File: src/hdl/mm_pkg.sv
`timescale 1ns / 1ps
// ----------------------------------------------------------------------------
// mm_pkg
// Shared types and constants of the matrix multiplier: element and index
// widths, register map, the command word to the datapath and its status word back.
// ----------------------------------------------------------------------------
package mm_pkg;

  localparam int ELEM_W = 32;
  localparam int IDX_W  = 3;
  localparam int CFG_W  = 4;
  localparam int PADDR_W = 4;
  localparam int PDATA_W = 32;

  localparam logic [1:0] REG_A_ROWS = 2'd0;
  localparam logic [1:0] REG_A_COLS = 2'd1;
  localparam logic [1:0] REG_B_ROWS = 2'd2;
  localparam logic [1:0] REG_B_COLS = 2'd3;

  typedef struct packed {
    logic             we;
    logic             right;
    logic             rd;
    logic             first;
    logic             last_step;
    logic             echo;
    logic [IDX_W-1:0] row;
    logic [IDX_W-1:0] col;
    logic             last_of_run;
  } cmd_t;

  typedef struct packed {
    logic pipe_busy;
  } status_t;

endpackage

File: src/hdl/mm_ctrl.sv
`timescale 1ns / 1ps
// ----------------------------------------------------------------------------
// mm_ctrl
// Sequencer: counts words into the two stores, then walks rows, columns and
// inner steps, issuing one store read per cycle to the datapath.
// ----------------------------------------------------------------------------
module mm_ctrl #(
  parameter int MAX_DIM = 8,
  parameter int ADDR_W  = 6,
  parameter int CNT_W   = 7
) (
  input  logic                       clk,
  input  logic                       rst,
  input  logic                       start,
  input  logic [mm_pkg::CFG_W-1:0]   a_rows_raw,
  input  logic [mm_pkg::CFG_W-1:0]   a_cols_raw,
  input  logic [mm_pkg::CFG_W-1:0]   b_rows_raw,
  input  logic [mm_pkg::CFG_W-1:0]   b_cols_raw,
  input  mm_pkg::status_t            status,
  output logic                       busy,
  output mm_pkg::cmd_t               cmd,
  output logic [ADDR_W-1:0]          waddr,
  output logic [ADDR_W-1:0]          a_addr,
  output logic [ADDR_W-1:0]          b_addr
);
  import mm_pkg::*;

  localparam int DW = $clog2(MAX_DIM + 1);
  localparam int IW = (MAX_DIM > 1) ? $clog2(MAX_DIM) : 1;

  typedef enum logic [2:0] {
    S_LOAD  = 3'b001,
    S_RUN   = 3'b010,
    S_DRAIN = 3'b100
  } state_t;

  state_t            state, state_next;
  logic [CNT_W-1:0]  load_count, load_count_next;
  logic              loading_right, loading_right_next;
  logic [IW-1:0]     i, i_next, j, j_next, k, k_next;
  logic [ADDR_W-1:0] a_base, a_base_next, b_ptr, b_ptr_next;

  logic [DW-1:0]     ar, ac, br, bc, cols, steps;
  logic              echo, accept, k_last, j_last, i_last;
  logic [CNT_W-1:0]  cnt_inc, left_total, right_total;

  function automatic logic [DW-1:0] clamp_dim(input logic [CFG_W-1:0] v);
    if (v == '0) begin
      return DW'(1);
    end else if (int'(v) > MAX_DIM) begin
      return DW'(MAX_DIM);
    end else begin
      return DW'(v);
    end
  endfunction

  always_comb begin
    ar = clamp_dim(a_rows_raw);
    ac = clamp_dim(a_cols_raw);
    br = clamp_dim(b_rows_raw);
    bc = clamp_dim(b_cols_raw);
    echo  = (ac != br);
    cols  = echo ? ac : bc;
    steps = echo ? DW'(1) : ac;
    left_total  = CNT_W'(CNT_W'(ar) * CNT_W'(ac));
    right_total = CNT_W'(CNT_W'(br) * CNT_W'(bc));
    cnt_inc = load_count + CNT_W'(1);
    k_last = (DW'(k) + DW'(1)) == steps;
    j_last = (DW'(j) + DW'(1)) == cols;
    i_last = (DW'(i) + DW'(1)) == ar;
  end

  assign busy   = (state != S_LOAD);
  assign accept = start && !busy;
  assign waddr  = load_count[ADDR_W-1:0];
  assign a_addr = a_base + (echo ? ADDR_W'(j) : ADDR_W'(k));
  assign b_addr = b_ptr;

  always_comb begin
    cmd             = '0;
    cmd.we          = accept;
    cmd.right       = loading_right;
    cmd.rd          = (state == S_RUN);
    cmd.first       = (k == '0);
    cmd.last_step   = k_last;
    cmd.echo        = echo;
    cmd.row         = IDX_W'(i);
    cmd.col         = IDX_W'(j);
    cmd.last_of_run = k_last && j_last && i_last;
  end

  always_comb begin
    state_next         = state;
    load_count_next    = load_count;
    loading_right_next = loading_right;
    i_next      = i;
    j_next      = j;
    k_next      = k;
    a_base_next = a_base;
    b_ptr_next  = b_ptr;
    case (state)
      S_LOAD: begin
        if (accept) begin
          load_count_next = cnt_inc;
          if (!loading_right) begin
            if (cnt_inc >= left_total) begin
              load_count_next    = '0;
              loading_right_next = 1'b1;
            end
          end else if (cnt_inc >= right_total) begin
            load_count_next    = '0;
            loading_right_next = 1'b0;
            state_next  = S_RUN;
            i_next      = '0;
            j_next      = '0;
            k_next      = '0;
            a_base_next = '0;
            b_ptr_next  = '0;
          end
        end
      end
      S_RUN: begin
        if (!k_last) begin
          k_next     = k + IW'(1);
          b_ptr_next = b_ptr + ADDR_W'(bc);
        end else begin
          k_next = '0;
          if (!j_last) begin
            j_next     = j + IW'(1);
            b_ptr_next = ADDR_W'(j) + ADDR_W'(1);
          end else begin
            j_next      = '0;
            b_ptr_next  = '0;
            a_base_next = a_base + ADDR_W'(ac);
            if (i_last) begin
              state_next = S_DRAIN;
            end else begin
              i_next = i + IW'(1);
            end
          end
        end
      end
      S_DRAIN: begin
        if (!status.pipe_busy) begin
          state_next = S_LOAD;
        end
      end
      default: begin
        state_next = S_LOAD;
      end
    endcase
  end

  always_ff @(posedge clk) begin
    if (rst) begin
      state         <= S_LOAD;
      load_count    <= '0;
      loading_right <= 1'b0;
      i      <= '0;
      j      <= '0;
      k      <= '0;
      a_base <= '0;
      b_ptr  <= '0;
    end else begin
      state         <= state_next;
      load_count    <= load_count_next;
      loading_right <= loading_right_next;
      i      <= i_next;
      j      <= j_next;
      k      <= k_next;
      a_base <= a_base_next;
      b_ptr  <= b_ptr_next;
    end
  end

endmodule

File: config.mk
export PLATFORM = sky130hd
export DESIGN_NAME = mm_ctrl
export DESIGN_NICKNAME = d
export VERILOG_FILES = /design/src/hdl/mm_pkg.sv /design/src/hdl/mm_ctrl.sv
export SDC_FILE = /design/constraint.sdc
export NUM_CORES = 1
export LEC_CHECK = 0
export ABC_CLOCK_PERIOD_IN_PS = 6460
export BUFFER_PORTS_ARGS = -buffer_cell sky130_fd_sc_hd__buf_2
export CORE_MARGIN = 3
export CORE_UTILIZATION = 59
export DETAILED_ROUTE_END_ITERATION = 16
export PLACE_DENSITY = 0.79
export SLEW_MARGIN = 10
export SYNTH_ARGS = -nofsm -noshare
export SYNTH_HDL_FRONTEND = slang
export SYNTH_SLANG_ARGS = --single-unit
File: constraint.sdc
create_clock -name clk -period 6.46 [get_ports clk]
set_input_delay 0.646 -clock clk [delete_from_list [all_inputs] [get_ports clk]]
set_output_delay 0.646 -clock clk [all_outputs]
set_load 0.005 [all_outputs]
-- Yosys cells after proc, flatten, opt, wreduce, memory -nomap -nowiden
Cells that the tools add are included.
- $add $sub $neg: 11
- multiply operators: 2
- div/mod/pow operators: 0
- order comparisons: 6
- equal/unequal tests: 16
- shift-type cells: 0
- muxes and demuxes: 46
- bitwise gates (word level): 0
- reductions and logical operators: 16
- operator list (operator ; count):
    $mux 3 ; 17
    $mux 4 ; 11
    $mux 6 ; 6
    $pmux 6 s2 ; 2
    $mux 7 ; 3
    $pmux 3 s2 ; 3
    $add 3x1->4 const B ; 4
    $gt 4x4->1 const B ; 4
    $logic_not 4->1 ; 4
    $ge 7x7->1 ; 2
    $mul 4x4->7 ; 2
    $reduce_and 7->1 ; 2
    $add 6x4->6 ; 2
    $eq 4x4->1 ; 3
    $ne 2x2->1 const B ; 5
    $add 3x1->3 const B ; 3
    $pmux 3 s3 ; 1
    $add 7x1->7 const B ; 1
    $add 6x3->6 ; 1
    $ne 2x1->1 const B ; 3
    $reduce_and 6->1 ; 1
    $reduce_and 5->1 ; 1
    $ne 4x4->1 ; 1
    $reduce_and 4->1 ; 1
    other kinds (10) ; 14
- register bits after elaboration: 32
- latch bits: 0
- bits in writable memories: 0
- memory bits (read-only): 0
- bits of input ports: 20
- output and inout bits: 32
- word-level logic and storage cells: 105
- memories kept: 0

-- Depth between registers and ports, before layout
Gate-level depths: netlist of run 1.
- depth in word-level cells: 9
- gate-level depth with buffers: 20
- gate-level depth less buffers: 18

-- Worst setup path after synthesis of run 1
OpenSTA, ideal clock, no wires.
- kind: input to register
- from: input b_rows_raw[1] (netlist bit)
- to: register b_ptr[1], in the netlist b_addr[1]
- setup time: 0.115 ns
- arrival time: 4.611 ns
- data required time: 6.345 ns
- setup slack: 1.735 ns
- stages: 19
- path buffers: 2
- cell sequence: buf_6 o21ba_2 nor2_1 nand2_1 fa_1 inv_1 fa_1 inv_1 fa_1 xor2_1 ha_1 a21o_1 a21oi_1 o21ai_0 a32oi_1 a21boi_0 buf_4 a21oi_1 a2111oi_0
- cells in the longest elaborated chain, start to end: 9
- elaborated cells on any way between the ends: 16
- those cells by class: mul (1); order compare (2); eq/ne (4); mux (7); reduce/logical (2)
- RTL lines (what ; RTL line ; source):
    start, declared ; mm_ctrl.sv:17 ; input logic [mm_pkg::CFG_W-1:0] b_rows_raw,
    $gt 4x4->1 ; mm_ctrl.sv:50 ; end else if (int'(v) > MAX_DIM) begin
    $mux 4 ; mm_ctrl.sv:50 ;
    $mux 4 (*) ; mm_ctrl.sv:48 ; if (v == '0) begin
    branches (longest 6 deep; another with $mul 4x4->7) ; - ;
    end signal, assigned ; mm_ctrl.sv:172 ; b_ptr <= b_ptr_next;
    end, declared ; mm_ctrl.sv:41 ; logic [ADDR_W-1:0] a_base, a_base_next, b_ptr, b_ptr_next;
Every way passes the cells marked *.
A chain may end at the register's enable or synchronous reset.

-- Worst setup path in the final report of run 1
Ends and elaborated chain as after synthesis.

==> metrics list, run 1 <==
- The number of global-route vias before repair came to 3,315.
* Result of the run: finished clean
* Clk Tree Root Cell: clkbuf_8
* Wire length reported by the detailed router: 9.12 mm
* Post-synthesis share of cell area spent on full adders, half adders and majority gates: a little over a fifth
- No sink is reached through more buffers than the 2 on the longest clock path.
- Of the total synthesized cell area, the portion taken by AND, OR, NAND and NOR gates is 21.8%.
- Number of pins with negative max-slew slack in the final report: 0
* Starting utilization of the core area: ~63%
- Pin count of the biggest net entering global routing: 34
- After the last flow step, the layout net total stands at about 600.
* Shortest clock period the worst path allows after layout: between 4000 and 5000 ps
* Final cell count without fillers: 588
* Cell area after placement: between 4000 and 5000 um^2
- For this run, the top clock speed supported by timing is 201 MHz.
* Synthesized net count: between 500 and 600
* Residual antenna-violating net count after detailed routing: 0
- Global routing finished with a remaining overflow of 0.
- The area growth from synthesis to layout is 8.00%.
* Dpl cells: 580
- After synthesis, the share of flip-flops with an asynchronous set or reset is 0%.
- Pre-CTS setup slack: ~1200 ps
* Number of buffers inserted to repair setup after CTS: 0
- Synth Area in XOR/XNOR: about 8.8%
- Global-route wire length before repair: 15.5 mm
- The die covers about 7500 um^2.
- Clock tree synthesis inserted a total of 5 buffers.
* Placeable Area: slightly above 6000 um^2
- The later pin in the worst-skew pair is clocked with a latency of around 280 ps.
- The synthesized design contains 0 enable-type register cells.
- # setup viols final: 0
- Path type of the worst min-delay path: register to register
- CTS H-tree depth: 2
- By area, the combinational part of the netlist is dominated by adder cells.
- STA classifies the critical path startpoint as a primary input.
* Violation count after the first detailed-routing iteration: 150
- Detailed routing inserted a total of around 3,500 vias.
- In this run the horizontal extent of the chip is 86.8 um.
- Required arrival time at the worst endpoint: about 6600 ps
- The worst-case IR drop observed on VDD is between 0.09 and 0.1 mV.
* Vias per inst: around 5.9
* Type of the worst setup path: primary input to register
- The clock net in this run drives a total of 32 sinks.
* Normalized max-slew margin: 38.0%
- The worst setup path is captured at a register.
- Avg WL per Cell: 15.5 um
- After synthesis, the share of cell area in mux cells is less than 1%.
- The number of antenna violations at the first check in global routing is 0.
- Summed over all cells, the static leakage comes to roughly 2.1 nW.
- During synthesis, Yosys emitted a total of 0 warnings.
* Number of remaining DRC errors: 0
- After floorplanning, the core was divided into 28 placement rows.
- Unique cell type count in the Yosys netlist: 70
- Critical-path maximum fanout: 11
- TritonCTS built the clock tree.
* Number of synthesized register bits: 32
- Number of inserted diodes: 0
* Post-route cell area: 4160 um^2
- Synth Cell Area: 3850 um^2
* Fraction of the cycle the final worst path needs: 77.0%
* Arrival @ worst endpoint: between 5000 and 6000 ps
- The first TritonRoute pass finished after 5 iterations.
- Synthesis produced a netlist whose cell count is ~480.
* RSZ-0062 raised after global routing: no
- At the pin with the least slew margin, the transition time is 925 ps.
- Clock-pin slew was measured on the worst setup and hold paths at around 70 ps.
* Detailed placement HPWL: around 7.3 mm
- During placement, the flow inserted port buffers numbering 51.
* Setup Skew: approximately 5.2 ps
- Setup TNS after final layout: 0 ps
- Max-cap violations: 0
- Number of buffers inserted by hold repair at cts: 0
* Worst Slack Setup Final: approximately 1500 ps
* Compound-cell area share of the yosys netlist: approximately 22%
- Post-Syn Area per Cell: between 8 and 9 um^2
- Routability-driven placement finished with a final weighted congestion of between 0.9 and 1.
- The final count of hold timing violations was 0.
- Power consumption: 0.573 mW
- Post-cts sizing count: 0
- Total routing usage reported by global routing: about 25%
* Ys flop type: dfxtp_1
- Die Y: between 80 and 90 um
* Power Density: about 140 nW/um^2
- Layout cell share with drive strength beyond 1: between 10% and 20%
* Count of pins on the block boundary: 52
* Sequential fraction of the synthesis area: between 10% and 20%
==> registers in the layout, indices dropped and copies added (netlist names) <==
register,cells
state,3
loading_right,1
i,3
k,3
a_base,6
j,3
b_addr,6
load_count,7
==> layout by cell type, fill, tap and decap left out, types with 3 or more instances in the layout <==
master	n
a31oi_1	5
dfxtp_1	32
a211oi_1	7
buf_2	51
clkbuf_8	7
a21oi_1	38
o211ai_1	6
nor3_1	11
o21ai_0	15
fa_1	11
nand2_1	43
nand2b_1	7
ha_1	50
o21bai_1	6
a21o_1	17
nor3b_1	3
nor2b_1	5
a32oi_1	3
and2_1	5
inv_1	34
nor2_1	35
and3_1	7
nand3b_1	5
nand3_1	12
o221ai_1	3
xnor2_1	25
xor2_1	12
==> routing by layer <==
metal	up-vias	share of wire [%]	track usage (%)
met5	-	0	0
met4	0	1.6	7.65
met3	12	5.1	4.56
met2	115	47	41.7
met1	1602	46	34.0
li1	1756	-	-
==> Yosys cell counts, drive strengths merged (11+ instances only) <==
cell	count	share of area, %
nor3	11	1.4
a21o	17	3.3
xor2	13	3.2
fa	11	5.7
a21oi	38	4.9
dfxtp	32	17
ha	50	16
buf	15	3.0
o21ai	15	2.0
nor2	35	3.4
nand2	43	4.2
inv	34	3.3
xnor2	25	5.7
nand3	14	2.3
==> path summary, 6_finish.rpt <==
kind / startpoint / endpoint / slack [ps] / cells past startpoint
worst min register to register: load_count[6] / load_count[6] / 470 / 2
worst max register to register: load_count[0] / b_addr[1] / 3120 / 12
worst min-delay path: load_count[6] / load_count[6] / 470 / 2
worst max-delay path: b_rows_raw[1] / b_addr[1] / 1490 / 19
==> critical path: stages <==
cell,delay (ps)
buf_2,160
o21ba_2,250
nor2_1,170
nand2_1,100
fa_1,510
inv_1,50
fa_1,530
inv_1,70
fa_1,450
xor2_1,160
ha_1,290
a21o_1,180
a21oi_1,120
o21ai_0,120
a32oi_1,470
a21boi_0,230
buf_4,190
a21oi_1,50
a2111oi_0,360
==> area by class of cell <==
type                            count  area, um^2
Fill cell                         530        1970
Clock buffer                        7        96.3
Clock inverter                      1        30.0
Sequential cell                    32         641
Multi-Input combinational cell    384        2890
Timing Repair Buffer               53         270
Tap cell                           75        93.8
Inverter                           36         135
==> where the power goes <==
part	total, mW	leakage, nW	switching, mW	internal [mW]
Sequential	0.205	0.258	0.00492	0.200
Combinational	0.152	1.76	0.0914	0.0603
Clock	0.217	0.0645	0.0804	0.136
==> cell families (layout without fill, tap and decap cells) <==
family | Yosys count | after routing
simple gates | 159 | 159
compound gates | 123 | 123
fa+ha+maj | 61 | 61
buf+inv | 61 | 97
xor+xnor | 38 | 38
flops | 32 | 32
mux | 3 | 3
==> stage by stage <==
step,hold slack (ps),utilization [%]
4_1_cts,471,67.8
6_report,470,67.8
3_5_place_dp,462,65.7
5_1_grt,516,67.8
2_1_floorplan,444,-
3_3_place_gp,452,65.7
Note: power is estimated with default switching activity, not from simulation.
==> run 2, diff against run 1 <==
- ABC_CLOCK_PERIOD_IN_PS: 6460 -> 4350
- CORE_UTILIZATION: 59 -> 54
- PLACE_DENSITY: 0.79 -> 0.77
- clock period: 6.46 -> 4.35 ns (I/O delays scaled with it)
==> run 2 against run 1 <==
Against the previous run:
- sequential share of layout area is 0.90 points lower
- cell area rose by 6.2%
- largest power group is now registers
- highest routed layer unchanged
- hold slack got worse by 4.9 ps
- combinational power up 70%
- clock power increased by 5%
- critical endpoint is now a_base[4]
- critical path depth unchanged
- first-iteration DRC count rose by 15%
- via count increased by 5.0%
- core utilization decreased by 3.5 points
==> metrics list, run 2 (synthesis gave the netlist of run 1 again) <==
* Critical-path maximum fanout: 6 (-5)
* Crit-path max cell delay: 510 ps (-20 ps)
* Setup TNS after final layout: 0 ps (unchanged)
- Normalized max-slew margin: 57.3% (+19 points)
- Residual antenna-violating net count after detailed routing: 0 (unchanged)
- Die Y: 90.4 um (+4.2%)
* Arrival @ worst endpoint: 4350 ps (-780 ps)
- Clock Pin Slew Worst Setup and Hold Paths: 70 ps (about the same)
- Via count of the first global-routing pass: 3,537 (+6.7%)
- Layout cell share with drive strength beyond 1: 21.9% (+5.9 points)
- Placer's final routability congestion estimate: 0.948 (-3.5%)
- CP max-delay cell: fa_1
* Clk Tree Root Cell: clkbuf_8
* Combined buffer and inverter count along the critical path: 5 (+1)
* Type of the worst setup path: primary input to register
- Number of detailed-route iterations in the first pass: 4 (-1)
* Max-cap violations: 0 (unchanged)
- Max Root-Sink Buffers: 2 (unchanged)
- The worst-case setup margin in the final layout came to 206 ps (-1280 ps).
- The cell family contributing the most delay on the critical path is adder cells.
- The antenna diode instance count came to 0 (unchanged).
- The final instance count without filler cells is 639 (+8.7%).
* Congestion Overflow GR: 0 (unchanged)
- R2r setup slk: 1310 ps (-1810 ps)
- The number of top-level design ports came to 52 (unchanged).
* Starting utilization of the core area: 56.0% (-6.7 points)
- Nature of the critical path startpoint: primary input
- The TritonCTS buffer count is 5 (unchanged).
- P&R area growth vs syn: 14.7%
- Walking the worst path, the cells encountered are buf_2 -> or2b_2 -> inv_1 -> nand3_1 -> fa_1 -> inv_1 -> fa_1 -> inv_1 -> fa_2 -> xor2_1 -> ha_1 -> a21o_1 -> a21oi_2 -> o21ai_2 -> a32oi_2 -> a21boi_4 -> buf_6 -> o31ai_1 -> a211oi_1.
- The number of flip-flops in the largest register is 7 (unchanged).
- The detailed-route wire length came to 9.58 mm (+5.0%).
* Register containing the most flip-flops in the final layout: load_count
* Worst IR Drop VDD: 0.116 mV (+17%)
- Die Footprint: 8180 um^2 (+8.6%)
* Placeable Area: 6870 um^2 (+12%)
* Vias per inst: 5.73 (-3.4%)
- The flow ran to the end, and the final reports show no timing, DRC or antenna violations.
* Beginning of the worst register-to-register path: k[0]
* Total leakage power: 2.23 nW (+7.1%)
* CTS Sinks: 32 (unchanged)
* CP Depth: 19 (unchanged)
- The floorplan row count came to 30 (+7.1%).
- # setup viols final: 0 (unchanged)
- The most numerous cell type found on the critical path is inv_1.
- The post-place setup slack is -341 ps (-1560 ps).
- Input/output buffers: 51 (unchanged)
* Max Clock Freq: 241 MHz
* Number of pins with negative max-slew slack in the final report: 0 (unchanged)
- Reg2reg path depth: 10 (-2)
- The required time of the critical path is 4560 ps (-2060 ps).
* Dpl cells: 629 (+8.4%)
- The tightest min-delay check is of the primary input to register type.
- The clock latency at the later pin of the worst-skew pair came to 290 ps (about the same).
- Detailed placement HPWL: 7.63 mm (+4.3%)
- Violation count after the first detailed-routing iteration: 172 (+15%)
- Final-layout fill cell count: 600 (+13%)
- TritonCTS built the clock tree.
* Setup Skew: 6.89 ps (+1.69 ps)
- Total via count after detailed routing: 3,660 (+5.0%)
- Fraction of the cycle the final worst path needs: a little over nine tenths
- Power Density: 179 nW/um^2 (+30%)
- Final net count: 624 (+5.2%)
* Global-route wire length before repair: 16.2 mm (+4.6%)
- Total routing usage reported by global routing: 23.6% (-1.8 points)
- Number of failing hold endpoints at the final stage: 0 (unchanged)
- The worst path in the final design needs a cycle of 4140 ps, including I/O delays and setup.
* Pin count of the biggest net entering global routing: 34 (unchanged)
* RSZ-0062 raised after global routing: no
- The slew at the pin closest to its max-slew limit was 640 ps (-285 ps).
- The library cell used most frequently in the layout, excluding fill and tap cells, is buf_2.
* Crit. Startpoint: b_cols_raw[3]
- Area of the multi-input gates: 2930 um^2 (+1.4%)
- The number of hold buffers added after CTS is 0 (unchanged).
- In this run the worst setup path terminates at a_base[4].
* Number of remaining DRC errors: 0 (unchanged)
* Avg WL per Cell: 15.0 um (-3.4%)
- Die Width: 90.4 um (+4.2%)
- The area used by sequential logic in the layout was 641 um^2 (unchanged).
- The worst setup path is captured at a register.
- Most frequent cells in the layout: 51 x buf_2, 50 x ha_1, 43 x nand2_1, 36 x a21oi_1
- The level count of the clock H-tree came to 2 (unchanged).
* Initial antenna violation count: 0 (unchanged)
- Reg-to-Reg End: a_base[4]
## run 2: timing repair
| action | CTS | global route |
|---|---|---|
| gates resized for setup | 2 | 7 |
| endpoints found under the setup margin | 1 | 12 |
| pin swaps | 0 | 8 |
| buffers inserted | 0 | 3 |
## run 2: worst min-delay path by stage
stage,start,endpoint,slack [ps],cells after the start
6_report,start,state[1],470,3
5_1_grt,start,state[1],480,3
4_1_cts,start,state[1],460,3
3_5_place_dp,load_count[6],load_count[6],460,2
3_3_place_gp,load_count[6],load_count[6],450,2
2_1_floorplan,load_count[6],load_count[6],440,2
## run 2: layout make-up
class | count | area share, %
repair buffers | 84 | 11.6
clock buffers | 6 | 1.64
multi-input cells | 384 | 66.4
inverters | 36 | 3.06
flip-flops and latches | 32 | 14.5
clock inverters | 1 | 0.113
well taps | 96 | 2.72
## run 2: power breakdown
part           internal, mW  leakage, nW  switching [mW]
Sequential            0.297        0.258         0.00734
Combinational         0.114         1.93           0.146
Clock                 0.109       0.0410           0.118
## run 2: per-stage QoR
| step | area [um^2] | power [mW] | hold WS [ps] | utilization (%) |
|---|---|---|---|---|
| detailed placement | 4280 | 0.561 | 461 | 62.2 |
| global route | 4420 | 0.838 | 481 | 64.3 |
| global placement | 4280 | 0.554 | 452 | 62.2 |
| finish | 4420 | 0.791 | 465 | 64.3 |
| floorplan | 3860 | 0.485 | 444 | - |
| CTS | 4370 | 0.790 | 461 | 63.6 |
## run 2: metal layers
metal | routed length (um) | track usage, % | up-vias
met4 | 84 | 6.89 | 0
met1 | 4420 | 31.1 | 1744
li1 | - | - | 1825
met5 | 0 | 0 | -
met2 | 4730 | 40.0 | 81
met3 | 347 | 3.42 | 10
## run 2: worst reg2reg max path, stage by stage (launching register included)
cell and delay, ps:
dfxtp_1 430, ha_1 240, xor2_1 350, and3_1 220
o211ai_1 80, o211ai_1 240, nand3_2 190, inv_1 360
a21boi_4 150, or4_1 520, a211oi_1 200
==> run 3, diff against run 2 <==
- CORE_UTILIZATION: 54 -> 45
- CTS_BUF_LIST: default -> sky130_fd_sc_hd__clkbuf_16
- CTS_CLUSTER_SIZE: default -> 16
- PLACE_DENSITY: 0.77 -> 0.65
==> run 3 against run 2 <==
Against the previous run:
- core utilization is 10 points lower
- cell count is 0.94% higher
- via count is 0.33% lower
- die area is 19% higher
- clock skew is 1.1 ps lower
==> metrics list, run 3 (synthesis gave the netlist of run 1 again) <==
- Die Width: 98.5 um (+8.9%)
- Nature of the critical path startpoint: primary input
* Normalized max-slew margin: 55.4% (-1.9 points)
* Die Y: 98.5 um (+8.9%)
* Clock network fraction of design power: 41.2% (+13 points)
* Shortest clock period the worst path allows after layout: 4150 ps (+5.37 ps)
- Sw frac: 29.6% (-4.7 points)
* # setup viols final: 0 (unchanged)
- Path type of the worst min-delay path: register to register
- Leaving out fill and tap cells, the most frequent cell in the layout is buf_2.
* Number of failing hold endpoints at the final stage: 0 (unchanged)
- The weighted congestion reported at the end of routability-driven placement came to 0.895 (-5.6%).
- Arrival @ worst endpoint: 4320 ps (-30 ps)
- The number of top-level design ports came to 52 (unchanged).
* Detailed placement HPWL: 7.75 mm (+1.7%)
- Final net count: 620 (-0.64%)
- The level count of the clock H-tree came to 2 (unchanged).
- Clock tree from TritonCTS: done
* Sequential power share: 31.8% (-6.7 points)
- The number of clock sinks seen by CTS came to 32 (unchanged).
- The number of slew-limit violations in the final report came to 0 (unchanged).
- The required time of the critical path was 4520 ps (-40 ps).
- Clock buffer count from CTS: 5 (unchanged)
- The wire length of the first global-routing pass came to 16.2 mm (-0.17%).
- Worst IR Drop VDD: 0.180 mV (+55%)
* Placeable Area: 8260 um^2 (+20%)
- The antenna diode instance count is 0 (unchanged).
- Layout cell share with drive strength beyond 1: 22.2% (+0.31 points)
* Setup TNS after final layout: 0 ps (unchanged)
* Critical-path maximum fanout: 5 (-1)
- The quantity of I/O buffers inserted on ports is 51 (unchanged).
- The global routing met1 resource utilization was 26.7% (-4.4 points).
- The floorplan row count came to 33 (+10%).
- Most frequent cells in the layout: 51 x buf_2, 50 x ha_1, 42 x nand2_1, 36 x a21oi_1, 34 x nor2_1
* Met3 global-route usage: 3.11% (-0.30 points)
- Number of detailed-route iterations in the first pass: 4 (unchanged)
* Total routing usage reported by global routing: 20.0% (-3.5 points)
* Power Density: 214 nW/um^2 (+20%)
- The slew at the pin closest to its max-slew limit is 669 ps (+28.6 ps).
- Die Footprint: 9700 um^2 (+19%)
- The number of antenna violations at the first check in global routing is 0 (unchanged).
* Register containing the most flip-flops in the final layout: load_count
- Number of flip-flops in the largest register: 7 (unchanged)
- Avg WL per Cell: 15.2 um (+1.4%)
* Pin count of the biggest net entering global routing: 34 (unchanged)
- The reported leakage power is 2.25 nW (+0.85%).
- The count of antenna-violating nets left after detailed routing is 0 (unchanged).
* Source-to-sink clock delay at the later pin of the worst-skew pair: 280 ps (about the same)
* Grt met2 use: 33.9% (-6.0 points)
* Wire length reported by the detailed router: 9.80 mm (+2.3%)
* Number of remaining DRC errors: 0 (unchanged)
* Max-cap violations: 0 (unchanged)
- The final worst clock skew was 5.75 ps (-1.14 ps).
* Kind of capture point of the worst setup path: register
- Via count of the first global-routing pass: 3,469 (-1.9%)
* Violation count after the first detailed-routing iteration: 157 (-8.7%)
- The run finished with clean final reports.
- The internal power of the cells came to 0.677 mW (+30%).
* Congestion Overflow GR: 0 (unchanged)
* Clk Tree Root Cell: clkbuf_16
- Dpl cells: 637 (+1.3%)
- Max Clock Freq: 241 MHz (-0.13%)
- Starting utilization of the core area: 46.6% (-9.4 points)
- Total via count after detailed routing: 3,648 (-0.33%)
- Net Switching: 0.284 mW (+4.8%)
- P&R area growth vs syn: 16.5%
- The final core area utilization is 54.3% (-10 points).
- Most heavily used metal layer in global routing: met2
* Vias per inst: 5.66 (-1.3%)
- The worst setup path is of the primary input to register kind.
- Final cell count without fillers: 645 (+0.94%)
- The clock input transition at the sequential cells of the worst setup and hold paths was 60 ps (about the same).
* Comb power frac: 27.1% (-5.7 points)
- Fraction of the cycle the final worst path needs: 95.4% (+0.12 points)
- The maximum buffer depth of the clock tree was 2 (unchanged).
-- run 3: through the flow --
step                hold slack, ps  total power [mW]  setup slack, ps  area, um^2
floorplan                      444             0.485             8.93        3860
global placement               452             0.558            -97.1        4280
detailed placement             457             0.563             -248        4280
CTS                            465             0.965             3.24        4440
global route                   490              1.02            -14.6        4480
finish                         462             0.961              200        4480
-- run 3: layout make-up --
cell class | count | area, um^2
Clock buffer | 5 | 125
Clock inverter | 3 | 37.5
Fill cell | 821 | 3770
Inverter | 36 | 135
Multi-Input combinational cell | 384 | 2940
Sequential cell | 32 | 641
Tap cell | 105 | 131
Timing Repair Buffer | 80 | 473
-- run 3: routing by layer --
metal,routed length (um),vias to the layer above,share of wire [%]
li1,-,1816,-
met1,4480,1744,46
met2,4790,78,49
met3,396,10,4.0
met4,137,0,1.4
met5,0,-,0
-- run 3: path summary, 6_finish.rpt --
| kind | from | to | slack [ps] | depth (start not counted) |
|---|---|---|---|---|
| setup / recovery | b_rows_raw[2] | b_addr[1] | 200 | 19 |
| setup reg to reg | k[0] | a_base[4] | 1350 | 10 |
| hold reg to reg | load_count[6] | load_count[6] | 460 | 2 |
| hold / removal | load_count[6] | load_count[6] | 460 | 2 |
-- run 3: repair_timing --
action | in CTS | in global routing
endpoints found under the setup margin | 0 | 20
hold buffers | 0 | 0
gates resized for setup | 0 | 12
buffers inserted | 0 | 0
-- run 3: worst max-delay path: stages --
cell,delay [ps]
buf_2,130
o21ba_2,210
nor2_2,130
nand2_2,70
fa_1,500
inv_1,50
fa_1,540
inv_2,60
fa_2,390
xor2_1,150
ha_1,300
a21o_1,200
a21oi_2,140
o21ai_2,80
a32oi_2,230
buf_4,170
and2_4,130
nor2_1,50
a2111oi_2,360
-- run 3: power groups by stage --
| stage | clock network, mW | logic, mW | registers [mW] |
|---|---|---|---|
| after floorplan | 0 | 0.176 | 0.309 |
| after global placement | 0 | 0.247 | 0.311 |
| after detailed placement | 0 | 0.251 | 0.311 |
| after CTS | 0.406 | 0.255 | 0.305 |
| after global routing | 0.425 | 0.290 | 0.306 |
| final | 0.396 | 0.260 | 0.305 |
